**config.mk**
```make
export PLATFORM = sky130hd
export DESIGN_NAME = flv_tag_parser
export DESIGN_NICKNAME = d
export VERILOG_FILES = /design/src/rtl/core/flvp_pkg.sv /design/src/rtl/core/flv_tag_parser.sv /design/src/rtl/core/flvp_front.sv /design/src/rtl/core/flvp_queue.sv /design/src/rtl/core/flvp_back.sv
export SDC_FILE = /design/constraint.sdc
export NUM_CORES = 1
export LEC_CHECK = 0
export BUFFER_PORTS_ARGS = -buffer_cell sky130_fd_sc_hd__buf_4
export CAP_MARGIN = 20
export CORE_MARGIN = 1.5
export CORE_UTILIZATION = 65
export DETAILED_ROUTE_END_ITERATION = 6
export PLACE_DENSITY = 0.91
export SYNTH_ARGS = -nofsm -noshare
export SYNTH_HDL_FRONTEND = slang
export SYNTH_SLANG_ARGS = --single-unit
```
**constraint.sdc**
```tcl
create_clock -name clock -period 8.5 [get_ports clock]
set_input_delay 1.275 -clock clock [delete_from_list [all_inputs] [get_ports clock]]
set_output_delay 1.275 -clock clock [all_outputs]
set_load 0.02 [all_outputs]
```
**src/rtl/core/flvp_pkg.sv**
```systemverilog
// FLV tag parser package: channel item types, queue entry type, result codes
// and the tag format constants. Used by every module of the parser.
// No dependencies.
`timescale 1ns / 1ps

package flvp_pkg;

   // Tag format constants
   localparam logic [7:0] SIG_F        = 8'h46;
   localparam logic [7:0] SIG_L        = 8'h4C;
   localparam logic [7:0] SIG_V        = 8'h56;
   localparam logic [7:0] TYPE_AUDIO   = 8'd8;
   localparam logic [7:0] TYPE_VIDEO   = 8'd9;
   localparam logic [7:0] TYPE_SCRIPT  = 8'd18;
   localparam logic [3:0] HEADER_BYTES = 4'd13;
   localparam logic [31:0] TRAILER_EXTRA = 32'd11;

   // Default depth of the queue between front and back
   localparam int DEF_QUEUE_DEPTH = 4;

   // Result codes
   typedef enum logic [2:0] {
      KIND_BODY      = 3'd0,
      KIND_OK        = 3'd1,
      KIND_BAD_TYPE  = 3'd2,
      KIND_TRAILER   = 3'd3,
      KIND_TRUNC     = 3'd4
   } kind_type;

   // Input item
   typedef struct packed {
      logic [7:0] in_byte;
      logic       buffer_last;
   } req_type;

   // Result item
   typedef struct packed {
      logic [2:0]  kind;
      logic [7:0]  tag_kind;
      logic [31:0] tag_time;
      logic [23:0] payload_length;
      logic [7:0]  data_byte;
      logic        body_end;
   } rsp_type;

   // Classified byte as it waits in the queue
   typedef struct packed {
      logic [7:0] in_byte;
      logic       last;
      logic       is_f;
      logic       is_l;
      logic       is_v;
      logic       type_ok;
   } qent_type;

endpackage

```
**src/rtl/core/flv_tag_parser.sv**
```systemverilog
// FLV tag parser top level: front end, queue and back end.
// Depends on flvp_pkg, flvp_front, flvp_queue and flvp_back.
//
//   channel  direction  handshake            payload
//   req_     in         req_valid/req_stall  req_type: in_byte, buffer_last
//   rsp_     out        rsp_valid/rsp_stall  rsp_type: kind, tag_kind, tag_time,
//                                            payload_length, data_byte, body_end
//
// One byte per cycle sustained while the output is not stalled; a byte that
// gives a result reaches rsp_ through the queue register, then the result
// register. Each byte popped from the queue updates the back end field
// state machine.
// Reset is synchronous and returns the parser to a tag boundary with an
// empty queue. A stalled output holds the result register; input keeps
// flowing into the queue until it fills, then req_stall rises.
`timescale 1ns / 1ps

module flv_tag_parser #(
   parameter int QUEUE_DEPTH = flvp_pkg::DEF_QUEUE_DEPTH
) (
   input  logic              clock,
   input  logic              reset,
   input  logic              req_valid,
   output logic              req_stall,
   input  flvp_pkg::req_type req_data,
   output logic              rsp_valid,
   input  logic              rsp_stall,
   output flvp_pkg::rsp_type rsp_data
);
   import flvp_pkg::*;

   qent_type push_entry;
   qent_type head;
   logic     push;
   logic     pop;
   logic     q_empty;
   logic     q_full;

   flvp_front u_front (
      .req_valid (req_valid),
      .req_stall (req_stall),
      .req_data  (req_data),
      .q_full    (q_full),
      .push      (push),
      .entry     (push_entry)
   );

   flvp_queue #(
      .DEPTH (QUEUE_DEPTH)
   ) u_queue (
      .clock      (clock),
      .reset      (reset),
      .push       (push),
      .push_entry (push_entry),
      .pop        (pop),
      .head       (head),
      .empty      (q_empty),
      .full       (q_full)
   );

   flvp_back u_back (
      .clock     (clock),
      .reset     (reset),
      .head      (head),
      .q_empty   (q_empty),
      .pop       (pop),
      .rsp_valid (rsp_valid),
      .rsp_stall (rsp_stall),
      .rsp_data  (rsp_data)
   );

endmodule

```
**src/rtl/core/flvp_front.sv**
```systemverilog
// FLV tag parser front end: accepts input bytes and classifies them against
// the signature and tag type codes before they enter the queue.
// Depends on flvp_pkg.
`timescale 1ns / 1ps

module flvp_front (
   input  logic               req_valid,
   output logic               req_stall,
   input  flvp_pkg::req_type  req_data,
   input  logic               q_full,
   output logic               push,
   output flvp_pkg::qent_type entry
);
   import flvp_pkg::*;

   // Stall while the queue has no room
   assign req_stall = q_full;
   assign push      = req_valid && !q_full;

   // Classify the byte
   always_comb begin
      entry.in_byte = req_data.in_byte;
      entry.last    = req_data.buffer_last;
      entry.is_f    = (req_data.in_byte == SIG_F);
      entry.is_l    = (req_data.in_byte == SIG_L);
      entry.is_v    = (req_data.in_byte == SIG_V);
      entry.type_ok = (req_data.in_byte == TYPE_AUDIO) ||
                      (req_data.in_byte == TYPE_VIDEO) ||
                      (req_data.in_byte == TYPE_SCRIPT);
   end

endmodule

```
**src/rtl/core/flvp_queue.sv**
```systemverilog
// FLV tag parser queue: short register FIFO of classified bytes between the
// front end and the back end. Depends on flvp_pkg.
`timescale 1ns / 1ps

module flvp_queue #(
   parameter int DEPTH = flvp_pkg::DEF_QUEUE_DEPTH
) (
   input  logic               clock,
   input  logic               reset,
   input  logic               push,
   input  flvp_pkg::qent_type push_entry,
   input  logic               pop,
   output flvp_pkg::qent_type head,
   output logic               empty,
   output logic               full
);
   import flvp_pkg::*;

   localparam int PTR_W = (DEPTH > 1) ? $clog2(DEPTH) : 1;
   localparam int CNT_W = $clog2(DEPTH + 1);

   qent_type         mem_ff [DEPTH];
   logic [PTR_W-1:0] wr_ptr_ff, wr_ptr_in;
   logic [PTR_W-1:0] rd_ptr_ff, rd_ptr_in;
   logic [CNT_W-1:0] count_ff, count_in;

   assign empty = (count_ff == '0);
   assign full  = (count_ff == CNT_W'(DEPTH));
   assign head  = mem_ff[rd_ptr_ff];

   // Advance pointers with wrap at the depth
   always_comb begin
      wr_ptr_in = wr_ptr_ff;
      rd_ptr_in = rd_ptr_ff;
      count_in  = count_ff;
      if (push) begin
         wr_ptr_in = (wr_ptr_ff == PTR_W'(DEPTH - 1)) ? '0 : wr_ptr_ff + 1'b1;
      end
      if (pop) begin
         rd_ptr_in = (rd_ptr_ff == PTR_W'(DEPTH - 1)) ? '0 : rd_ptr_ff + 1'b1;
      end
      if (push && !pop) begin
         count_in = count_ff + 1'b1;
      end else if (pop && !push) begin
         count_in = count_ff - 1'b1;
      end
   end

   always_ff @(posedge clock) begin
      if (reset) begin
         wr_ptr_ff <= '0;
         rd_ptr_ff <= '0;
         count_ff  <= '0;
      end else begin
         wr_ptr_ff <= wr_ptr_in;
         rd_ptr_ff <= rd_ptr_in;
         count_ff  <= count_in;
      end
   end

   // Store the entry
   always_ff @(posedge clock) begin
      if (push) begin
         mem_ff[wr_ptr_ff] <= push_entry;
      end
   end

   a_count_bound: assert property (@(posedge clock) disable iff (reset)
      count_ff <= CNT_W'(DEPTH))
      else $error("queue fill count above depth");

   a_no_pop_empty: assert property (@(posedge clock) disable iff (reset)
      pop |-> !empty)
      else $error("pop from empty queue");

endmodule

```
**src/rtl/core/flvp_back.sv**
```systemverilog
// FLV tag parser back end: tag field state machine fed from the queue, with
// the result register toward the output channel. Depends on flvp_pkg.
`timescale 1ns / 1ps

module flvp_back (
   input  logic               clock,
   input  logic               reset,
   input  flvp_pkg::qent_type head,
   input  logic               q_empty,
   output logic               pop,
   output logic               rsp_valid,
   input  logic               rsp_stall,
   output flvp_pkg::rsp_type  rsp_data
);
   import flvp_pkg::*;

   typedef enum logic [7:0] {
      PH_BOUND = 8'b0000_0001,
      PH_SIG   = 8'b0000_0010,
      PH_SKIP  = 8'b0000_0100,
      PH_LEN   = 8'b0000_1000,
      PH_TIME  = 8'b0001_0000,
      PH_SID   = 8'b0010_0000,
      PH_BODY  = 8'b0100_0000,
      PH_TRAIL = 8'b1000_0000
   } phase_type;

   phase_type   phase_ff, phase_in;
   logic [3:0]  field_count_ff, field_count_in;
   logic        dropping_ff, dropping_in;
   logic [7:0]  held_type_ff, held_type_in;
   logic [23:0] held_length_ff, held_length_in;
   logic [23:0] body_left_ff, body_left_in;
   logic [31:0] held_time_ff, held_time_in;
   logic [31:0] trailer_acc_ff, trailer_acc_in;

   logic        res_valid;
   kind_type    res_kind;
   logic [7:0]  res_byte;
   logic        res_end;
   rsp_type     res;

   logic        rsp_valid_ff;
   rsp_type     rsp_data_ff;

   // Take the next byte whenever the result register is free or drains
   assign pop = !q_empty && (!rsp_valid_ff || !rsp_stall);

   // Parse one byte
   always_comb begin
      phase_in       = phase_ff;
      field_count_in = field_count_ff;
      dropping_in    = dropping_ff;
      held_type_in   = held_type_ff;
      held_length_in = held_length_ff;
      body_left_in   = body_left_ff;
      held_time_in   = held_time_ff;
      trailer_acc_in = trailer_acc_ff;
      res_valid      = 1'b0;
      res_kind       = KIND_BODY;
      res_byte       = 8'd0;
      res_end        = 1'b0;

      if (!dropping_ff) begin
         case (phase_ff)
            PH_BOUND: begin
               held_type_in   = head.in_byte;
               held_length_in = '0;
               held_time_in   = '0;
               trailer_acc_in = '0;
               body_left_in   = '0;
               field_count_in = '0;
               if (head.is_f) begin
                  phase_in       = PH_SIG;
                  field_count_in = 4'd1;
               end else if (head.type_ok) begin
                  phase_in = PH_LEN;
               end else begin
                  res_valid   = 1'b1;
                  res_kind    = KIND_BAD_TYPE;
                  dropping_in = 1'b1;
                  phase_in    = PH_BOUND;
               end
            end
            PH_SIG: begin
               if ((field_count_ff == 4'd1 && head.is_l) ||
                   (field_count_ff == 4'd2 && head.is_v)) begin
                  field_count_in = field_count_ff + 4'd1;
                  if (field_count_ff == 4'd2) begin
                     phase_in = PH_SKIP;
                  end
               end else begin
                  res_valid      = 1'b1;
                  res_kind       = KIND_BAD_TYPE;
                  dropping_in    = 1'b1;
                  phase_in       = PH_BOUND;
                  field_count_in = '0;
               end
            end
            PH_SKIP: begin
               field_count_in = field_count_ff + 4'd1;
               if (field_count_in >= HEADER_BYTES) begin
                  phase_in       = PH_BOUND;
                  field_count_in = '0;
               end
            end
            PH_LEN: begin
               held_length_in = {held_length_ff[15:0], head.in_byte};
               field_count_in = field_count_ff + 4'd1;
               if (field_count_in >= 4'd3) begin
                  phase_in       = PH_TIME;
                  field_count_in = '0;
               end
            end
            PH_TIME: begin
               if (field_count_ff < 4'd3) begin
                  held_time_in = {8'd0, held_time_ff[15:0], head.in_byte};
               end else begin
                  held_time_in = {head.in_byte, held_time_ff[23:0]};
               end
               field_count_in = field_count_ff + 4'd1;
               if (field_count_in >= 4'd4) begin
                  phase_in       = PH_SID;
                  field_count_in = '0;
               end
            end
            PH_SID: begin
               field_count_in = field_count_ff + 4'd1;
               if (field_count_in >= 4'd3) begin
                  field_count_in = '0;
                  body_left_in   = held_length_ff;
                  phase_in       = (held_length_ff == '0) ? PH_TRAIL : PH_BODY;
               end
            end
            PH_BODY: begin
               res_valid    = 1'b1;
               res_kind     = KIND_BODY;
               res_byte     = head.in_byte;
               body_left_in = body_left_ff - 24'd1;
               if (body_left_in == '0) begin
                  res_end        = 1'b1;
                  phase_in       = PH_TRAIL;
                  field_count_in = '0;
               end
            end
            PH_TRAIL: begin
               trailer_acc_in = {trailer_acc_ff[23:0], head.in_byte};
               field_count_in = field_count_ff + 4'd1;
               if (field_count_in >= 4'd4) begin
                  res_valid      = 1'b1;
                  phase_in       = PH_BOUND;
                  field_count_in = '0;
                  if (trailer_acc_in == ({8'd0, held_length_ff} + TRAILER_EXTRA)) begin
                     res_kind = KIND_OK;
                  end else begin
                     res_kind    = KIND_TRAILER;
                     dropping_in = 1'b1;
                  end
               end
            end
            default: begin
               phase_in       = PH_BOUND;
               field_count_in = '0;
            end
         endcase
      end

      // Report a tag cut off by the end of the buffer
      if (head.last && !(res_valid && res_kind != KIND_BODY) && !dropping_ff &&
          phase_in != PH_BOUND) begin
         res_valid = 1'b1;
         res_kind  = KIND_TRUNC;
         res_byte  = 8'd0;
         res_end   = 1'b0;
      end

      res.kind           = res_kind;
      res.tag_kind       = held_type_in;
      res.tag_time       = held_time_in;
      res.payload_length = held_length_in;
      res.data_byte      = res_byte;
      res.body_end       = res_end;

      // Return to the boundary after the final byte of a buffer
      if (head.last) begin
         phase_in       = PH_BOUND;
         field_count_in = '0;
         dropping_in    = 1'b0;
      end
   end

   // Control state
   always_ff @(posedge clock) begin
      if (reset) begin
         phase_ff       <= PH_BOUND;
         field_count_ff <= '0;
         dropping_ff    <= 1'b0;
      end else if (pop) begin
         phase_ff       <= phase_in;
         field_count_ff <= field_count_in;
         dropping_ff    <= dropping_in;
      end
   end

   // Held tag fields
   always_ff @(posedge clock) begin
      if (pop) begin
         held_type_ff   <= held_type_in;
         held_length_ff <= held_length_in;
         body_left_ff   <= body_left_in;
         held_time_ff   <= held_time_in;
         trailer_acc_ff <= trailer_acc_in;
      end
   end

   // Result register
   always_ff @(posedge clock) begin
      if (reset) begin
         rsp_valid_ff <= 1'b0;
      end else if (!rsp_valid_ff || !rsp_stall) begin
         rsp_valid_ff <= pop && res_valid;
      end
   end

   always_ff @(posedge clock) begin
      if (pop && res_valid) begin
         rsp_data_ff <= res;
      end
   end

   assign rsp_valid = rsp_valid_ff;
   assign rsp_data  = rsp_data_ff;

   a_end_on_body: assert property (@(posedge clock) disable iff (reset)
      (rsp_valid_ff && rsp_data_ff.body_end) |-> rsp_data_ff.kind == KIND_BODY)
      else $error("body end flag on a status item");

   a_drop_at_bound: assert property (@(posedge clock) disable iff (reset)
      dropping_ff |-> phase_ff == PH_BOUND)
      else $error("dropping outside tag boundary");

   a_skip_count: assert property (@(posedge clock) disable iff (reset)
      phase_ff == PH_SKIP |-> (field_count_ff >= 4'd3 && field_count_ff < HEADER_BYTES))
      else $error("header skip count out of range");

endmodule

```
==> Word-level counts from Yosys, hierarchy flattened <==
Memory sizes are Yosys's and may differ from the RTL's. A register that Yosys moved wholly into a read port is not among the register bits.
Index checks and enable logic that the tools add are counted.
{ "word_totals": {"register_bits": 209, "mem_bits_rw": 52, "out_inout_bits": 78, "memories": 1} }
{ "classes": {"addsub": 7, "n_lt_le_gt_ge": 4, "n_eq_ne": 24, "muxes": 61, "bitwise": 2, "n_reduce_logical": 36} }
{ "memory_table": {"columns": ["name", "depth", "width", "rd", "rd_ports_with_merged_regs", "write_ports", "line_no", "text"], "rows": [
  ["u_queue.mem_ff", 4, 13, 1, 1, 1, "flvp_queue.sv:22", "qent_type mem_ff [DEPTH];"]
]} }
{ "ops": {"columns": ["op", "n"], "rows": [
  ["8-bit two-way mux", 14],
  ["24-bit case mux with 2 select lines", 2],
  ["24-bit case mux with 3 select lines", 1],
  ["32-bit two-way mux", 2],
  ["32-bit case mux with 2 select lines", 1],
  ["8-bit case mux with 8 select lines", 1],
  ["24-bit zero test", 2],
  ["24-bit two-way mux", 2],
  ["32-bit by 25-bit == test with 1-bit output", 1],
  ["8-bit by 7-bit == test with 1-bit output (second input constant)", 4],
  ["4-bit two-way mux", 8],
  ["24-bit by 4-bit adder with 25-bit output (second input constant)", 1],
  ["8-bit by 4-bit == test with 1-bit output (second input constant)", 3],
  ["4-bit case mux with 6 select lines", 1],
  ["24-bit by 1-bit subtractor with 24-bit output (second input constant)", 1],
  ["8-bit by 5-bit == test with 1-bit output (second input constant)", 2],
  ["3-bit two-way mux", 5],
  ["1-bit two-way mux", 14],
  ["2-bit two-way mux", 7],
  ["1-bit logical AND", 11],
  ["3-bit case mux with 3 select lines", 1],
  ["8-bit by 1-bit == test with 1-bit output (second input constant)", 1],
  ["8-bit by 2-bit == test with 1-bit output (second input constant)", 1],
  ["8-bit by 3-bit == test with 1-bit output (second input constant)", 1],
  ["29 further kinds", 47]
]} }

==> Logic depth before layout (Yosys ltp) <==
Gate-level depths: netlist of run 1.
{ "logic_depth": {"word_depth": 14, "depth_mapped": 12, "depth_no_buf": 10} }

==> Cells and area by module <==
Synthesis of run 1 repeated with hierarchy kept, for this count alone.
{ "hier_totals": {"hier_cells": 981, "area_unflattened_um2": 12418.2} }
{ "by_module_without_submodules": {"columns": ["module", "n_inst", "cells_per_inst", "area_each_um2", "seq_area_each_um2"], "rows": [
  ["flvp_back", 1, 848, 9933.3, 5925.7],
  ["flvp_queue", 1, 111, 2322.2, 1741.7],
  ["flvp_front", 1, 22, 162.7, 0.0]
]} }

==> Worst setup path after synthesis of run 1 <==
Ideal clock, no wire load.
{ "synth_timing": {"path_kind": "input port to flip-flop", "from": "in rsp_stall", "to": "reg u_back.rsp_data_ff, in the netlist u_back.rsp_data[0], enable pin", "arrival_ps": 4318, "required_time_ps": 7910, "setup_slack_ps": 3592, "cell_stages": 5, "n_path_buf": 0, "path_cell_list": "nand2_1 o31ai_2 clkinv_1 o211ai_2 inv_1"} }
{ "synth_via": {"elab_chain_len": 4} }
{ "synth_rtl": {"columns": ["element", "line_no", "text"], "rows": [
  ["from (decl)", "flv_tag_parser.sv:27", "input logic rsp_stall,"],
  ["1-bit zero test", "flvp_back.sv:47", "assign pop = !q_empty && (!rsp_valid_ff || !rsp_stall);"],
  ["1-bit logical OR", "flvp_back.sv:47", null],
  ["1-bit logical AND", "flvp_back.sv:47", null],
  ["net pop", "flv_tag_parser.sv:35", "logic pop;"],
  ["1-bit logical AND", "flvp_back.sv:226", "if (pop && res_valid) begin"],
  ["to (signal assigned)", "flvp_back.sv:227", "rsp_data_ff <= res;"],
  ["to (decl)", "flvp_back.sv:44", "rsp_type rsp_data_ff;"]
]} }
The timed path passes the listed nets, and every way through them passes these cells.
A chain may end at the register's enable or synchronous reset.

==> results of run 1 <==
flip-flops by register name, indices dropped and copies added, names as in the netlist, 8 cells and up, named ones only:
signal,flops
u_back.held_type_ff,8
u_queue.mem_ff,52
u_back.body_left_ff,24
u_back.rsp_data,76
u_back.held_length_ff,24
u_back.trailer_acc_ff,24
u_back.phase_ff,8
u_back.held_time_ff,32
cell usage after synthesis, drive strengths merged, types with 4 or more instances:
cell type    n
mux2i        9
nand4       14
or4          8
a211oi       5
nor3b        4
nand2b      10
dfxtp       23
xor2        16
a31oi        4
and2        23
ha          15
xnor2       35
mux2         9
or2          6
buf         22
nand2       63
edfxtp     240
nor3        27
o21a         5
a21oi       23
nor4b       10
nor2        68
mux4        12
o211ai       7
o21ai       51
nor4        28
clkbuf      31
or3          9
nor2b        4
nand4b       4
inv         27
nand3       20
o31ai        7
a22o        50
and4         5
per-stage QoR:
step	worst slack (ns)	instances	utilization, %	power, W	hold WS (ns)
global route	3.95	1277	76.0	0.00651	0.543
floorplan	3.59	948	-	0.00404	0.454
finish	4.23	1277	76.0	0.00631	0.519
detailed placement	4.38	1227	70.6	0.00486	0.480
CTS	4.25	1275	75.9	0.00621	0.507
global placement	4.56	1227	70.6	0.00473	0.475
final timing paths:
kind	end	cells after the start	slack, ns	startpoint
max reg2reg	u_back.rsp_data[55]	9	4.23	flip-flop
min reg2reg	flip-flop	2	0.52	u_queue.rd_ptr_ff[1]
max	u_back.rsp_data[55]	9	4.23	flip-flop
min	flip-flop	2	0.52	u_queue.rd_ptr_ff[1]
layout by cell type (no fill, tap or decap), types with 6 or more instances in the layout:
| master | count |
|---|---|
| a21oi_1 | 22 |
| a22o_1 | 50 |
| and2_1 | 23 |
| buf_4 | 98 |
| clkbuf_16 | 30 |
| dfxtp_1 | 23 |
| edfxtp_1 | 240 |
| ha_1 | 15 |
| inv_1 | 26 |
| mux2_2 | 9 |
| mux2i_1 | 9 |
| mux4_2 | 12 |
| nand2_1 | 62 |
| nand2b_1 | 10 |
| nand3_1 | 20 |
| nand4_1 | 13 |
| nor2_1 | 68 |
| nor3_1 | 23 |
| nor4_1 | 24 |
| nor4b_1 | 10 |
| o211ai_1 | 6 |
| o21ai_0 | 48 |
| o31ai_1 | 6 |
| or3_1 | 7 |
| or4_1 | 6 |
| xnor2_1 | 35 |
| xor2_1 | 16 |
layer usage:
metal	global-route usage, %	up-vias
met5	0	-
met4	15.4	0
met3	5.50	151
met2	54.8	703
met1	41.1	4307
li1	-	3796
area by class of cell:
cell class	count	area, um2	area share [%]
inverters	28	106	0.750
clock inverters	16	208	1.47
flip-flops and latches	263	7670	54.1
multi-input cells	604	4360	30.7
clock buffers	32	778	5.49
repair buffers	100	768	5.42
well taps	234	293	2.07
power by group through the flow:
stage	logic [W]	registers (W)	clock network, W
detailed placement	0.00214	0.00272	0
floorplan	0.00132	0.00272	0
finish	0.00226	0.00275	0.00130
CTS	0.00219	0.00272	0.00130
global placement	0.00204	0.00269	0
global route	0.00238	0.00278	0.00134
critical path, stage by stage (launching register included):
cell      delay (ns)
dfxtp_1         0.92
mux4_2          0.39
a22oi_1         0.12
o311ai_4        0.31
nand3_1         0.28
o22a_2          0.35
nor3_4          0.31
o211ai_2        0.18
clkinv_2        0.29
buf_4           0.68
cell families after synthesis:
family	count (synthesis)	share of synthesized area, %
mux	30	3.74
fa+ha+maj	16	1.68
flops	263	62.1
compound gates	191	11.4
simple gates	316	14.5
buf+inv	81	2.97
xor+xnor	51	3.62
==> metrics.yaml, run 1 <==
clk_path_buf_depth: 3
skew_ns: 0.0120
endpoint_kind: "flip-flop"
fin_crit_sh_pct: 50.3
drc: 1
timing_worst_slew_pin_value_ns: 0.975
wl_met1_um: 11300
maxCapViolCount: 0
grt_max_degree: 71
core_area_um2: 18600
ys_ff_latch: 263
design_area_um2: 14200
hold_path.class: "reg -> reg"
yosysSeqAreaShare_pct: 62.1
worstSetupStartpointType: "flip-flop"
post_cts_resized: 0
floorplan.initialDensity_pct: 66.3
postSynthAreaPerCell_um2: 13.0
cellPowerDensity_nw_per_um2: 445
grt_pass1_vias: 8621
synth-async-reset-ratio_pct: 0
ir_drop_v: 0.000275
worstSetupPathType: "reg -> reg"
cp_max_fo: 58
vias: 8957
finalMaxSlewViolations: 0
max_freq_mhz: 234
syn-cell-area_um2: 12400
maxSlewHeadroom_pct: 34.9
cts_sinks: 263
hpwl_um: 20200
yosysUniqueCellTypes: 88
ant_nets: 0
rsz0062_at_grt: "false"
switching_share_pct: 39.5
p_leak_nw: 4.92
seqPwrFrac_pct: 43.5
drive_gt1_share_pct: 20.0
final-setup-viol-count: 0
routed_wl_um: 32300
met3_length_um: 3200
p_switching_w: 0.00249
final_hold_viol_count: 0
worstPathArrival_ns: 4.44
power_frac_comb_pct: 35.9
nets: 1052
yosysTopAreaCell: "edfxtp_1"
rows: 50
dieWidth_um: 141
gr-total-overflow: 0
drtIter0Drc: 1147
io_pins: 91
internal-power_w: 0.00381
grt_first_pass_wirelength_um: 48800
post_cts_buffers: 0
synth_nets: 977
root_buffer: "clkbuf_16"
area_growth_pct: 14.7
cts_inserted_buffers: 26
gp_congestion: 0.963
dieHeight_um: 141
fill_cells: 1037
port_buffers: 90
status: "finished with violations"
worstSkewPairLatency_ns: 0.55
min_period_ns: 4.27
n_antenna_cell: 0
synthFlopType: "edfxtp_1"
required_ns: 8.67
synth_edf_count: 240
yosys-top-cells-area: "edfxtp_1 (58%), dfxtp_1 (3.7%), a22o_1 (3.5%), xnor2_1 (2.5%), mux4_2 (2.2%)"
synth_top_area_share_pct: 58.3
cts_hold_buf: 0
violations: "design-rule violations"
clk_pin_slew_ns: 0.06
route.met2.wl_um: 16200
wire_per_inst_um: 25.3
netlist_instances: 948
setup_tns_ns: 0
yosysWarningCount: 0
grtUsageTotal_pct: 32.4
p_clk_share_pct: 20.6
dieArea_um2: 19800
antenna_found_initial: 0
htree_levels: 1
placed_area_um2: 13200
viasPerCell: 7.01
drt-pass1-iter-count: 7
cts_tree: "yes"
top_layer: "met4"
Power figures use the tool's default switching activity.
==> run 2: changes to the inputs <==
- CORE_UTILIZATION: 65 -> 55
- PLACE_DENSITY: 0.91 -> 0.83
- clock period: 8.5 -> 3.86 ns (I/O delays scaled with it)
==> metrics.yaml, run 2 (synthesized netlist as in run 1, its figures left out) <==
cts_hold_buf: 0  # unchanged
fin_hold_ws_ns: 0.268  # -0.251 ns
vias: 8527  # -4.8%
routed_wl_um: 29500  # -8.7%
crit_family: "compound AO/OA/AOI/OAI gates"
worstSkewPairLatency_ns: 0.53  # -0.02 ns
cpMostUsedCell: "a41oi_2"
dieWidth_um: 153  # +8.5%
dieArea_um2: 23400  # +18%
max_stage_delay_ns: 0.39  # -0.53 ns
crit_slowest_cell: "dfxtp_1"
cts_sinks: 263  # unchanged
largest_reg_flops: 76  # unchanged
cts_inserted_buffers: 26  # unchanged
maxSlewHeadroom_pct: 39.5  # +4.6 points
maxCapViolCount: 0  # unchanged
setup_tns_ns: 0  # unchanged
post_cts_buffers: 0  # unchanged
drive_gt1_share_pct: 19.6  # -0.44 points
antenna_found_initial: 1  # +1
worstSetupPathType: "reg -> reg"
required_ns: 4.05  # -4.62 ns
hpwl_um: 20100  # -0.79%
drc: 6  # +5
io_pins: 91  # unchanged
min_period_ns: 3.33  # -0.938 ns
grtUsageTotal_pct: 24.9  # -7.5 points
viasPerCell: 6.40  # -8.7%
hold_path.class: "in -> reg"
p_leak_nw: 4.87  # -1.0%
multi_input_area_um2: 4360  # unchanged
grt_pass1_vias: 8230  # -4.5%
final-setup-viol-count: 0  # unchanged
skew_ns: 0.0147  # +0.00273 ns
rows: 54  # +8.0%
timing_worst_slew_pin_value_ns: 0.906  # -0.0686 ns
violations: "design-rule violations"
floorplan.initialDensity_pct: 56.3  # -10 points
endpoint_kind: "flip-flop"
ir_drop_v: 0.000823  # +200%
final_common_cell: "edfxtp_1"
status: "finished with violations"
post_cts_resized: 0  # unchanged
p_total_w: 0.0133  # +110%
grt_first_pass_wirelength_um: 45500  # -6.8%
gr-total-overflow: 0  # unchanged
worstPathArrival_ns: 3.53  # -0.91 ns
nets: 1060  # +0.76%
grt_max_degree: 65  # -8.5%
clk_path_buf_depth: 3  # unchanged
final_hold_viol_count: 0  # unchanged
drt-pass1-iter-count: 7  # unchanged
max_freq_mhz: 300  # +28%
rsz0062_at_grt: "false"
fin_crit_sh_pct: 86.4  # +36 points
area_growth_pct: 14.4
instances_no_fill: 1332  # +4.3%
finalMaxSlewViolations: 0  # unchanged
cellPowerDensity_nw_per_um2: 940  # +110%
drtIter0Drc: 913  # -20%
htree_levels: 1  # unchanged
regArea_um2: 7670  # unchanged
most-common-layout-cells: "edfxtp_1 (240), buf_4 (107), nor2_1 (68), nand2_1 (62), a22o_1 (50)"
fill_cells: 1540  # +49%
worstSetupStartpointType: "flip-flop"
clk_pin_slew_ns: 0.06  # about the same
crit_buf_inv: 2  # unchanged
dieHeight_um: 153  # +8.5%
ant_nets: 0  # unchanged
port_buffers: 90  # unchanged
numPlacedInstances: 1283  # +4.6%
wire_per_inst_um: 22.1  # -13%
cp_max_fo: 64  # +10%
root_buffer: "clkbuf_16"
cts_tree: "yes"
gp_congestion: 0.967  # +0.38%
core_area_um2: 22000  # +18%
crit_chain: "ha_1, nor3_1, a41oi_2, a211oi_1, a41oi_2, o22a_2, nor3_4, o211ai_2, clkinvlp_4, buf_12"
==> run 2: changes by cell type in the layout (fill, tap and decap cells not counted), sizes merged <==
cell	delta
buf	+9
bufinv	-4
clkbuf	+11
clkinv	-4
diode	+1
inv	-4
==> run 2: power breakdown <==
part           leakage (nW)  internal [W]  switching (W)
sequential             2.50       0.00487        0.00106
combinational          1.98       0.00182        0.00311
clock                 0.401       0.00140        0.00102
total                  4.87       0.00810        0.00519
==> run 2: path summary, 6_finish.rpt <==
path	start	endpoint	slack [ns]	cells after the start
max	u_back.field_count_ff[0]	u_back.rsp_data[30]	0.53	10
min	req_data[8]	u_queue.mem_ff[2][12]	0.27	1
max reg2reg	u_back.field_count_ff[0]	u_back.rsp_data[30]	0.53	10
min reg2reg	u_queue.rd_ptr_ff[1]	flip-flop	0.49	2
==> run 2: final cells by class <==
class,count,area share [%]
timing repair buffer,108,5.82
clock buffer,44,5.66
antenna,1,0.0177
sequential,263,54.2
clock inverter,4,0.186
tap,280,2.48
inverter,28,0.779
multi-input combinational,604,30.8
==> run 2: stage by stage <==
step                      util [%]  setup WS, ns  cell area [um2]
final                         64.4         0.526            14100
after global routing          64.4         0.233            14100
after CTS                     64.4         0.572            14100
after detailed placement      60.6         0.604            13300
after global placement        60.6         0.688            13300
after floorplan                  -         0.175            12400
==> run 2: metal layers <==
layer | track usage [%] | vias to the layer above | part of all wire [%]
met5 | 0 | - | 0
met4 | 10.4 | 0 | 4.1
met3 | 4.03 | 85 | 7.5
li1 | - | 3817 | -
met1 | 33.5 | 4201 | 40
met2 | 40.6 | 424 | 48
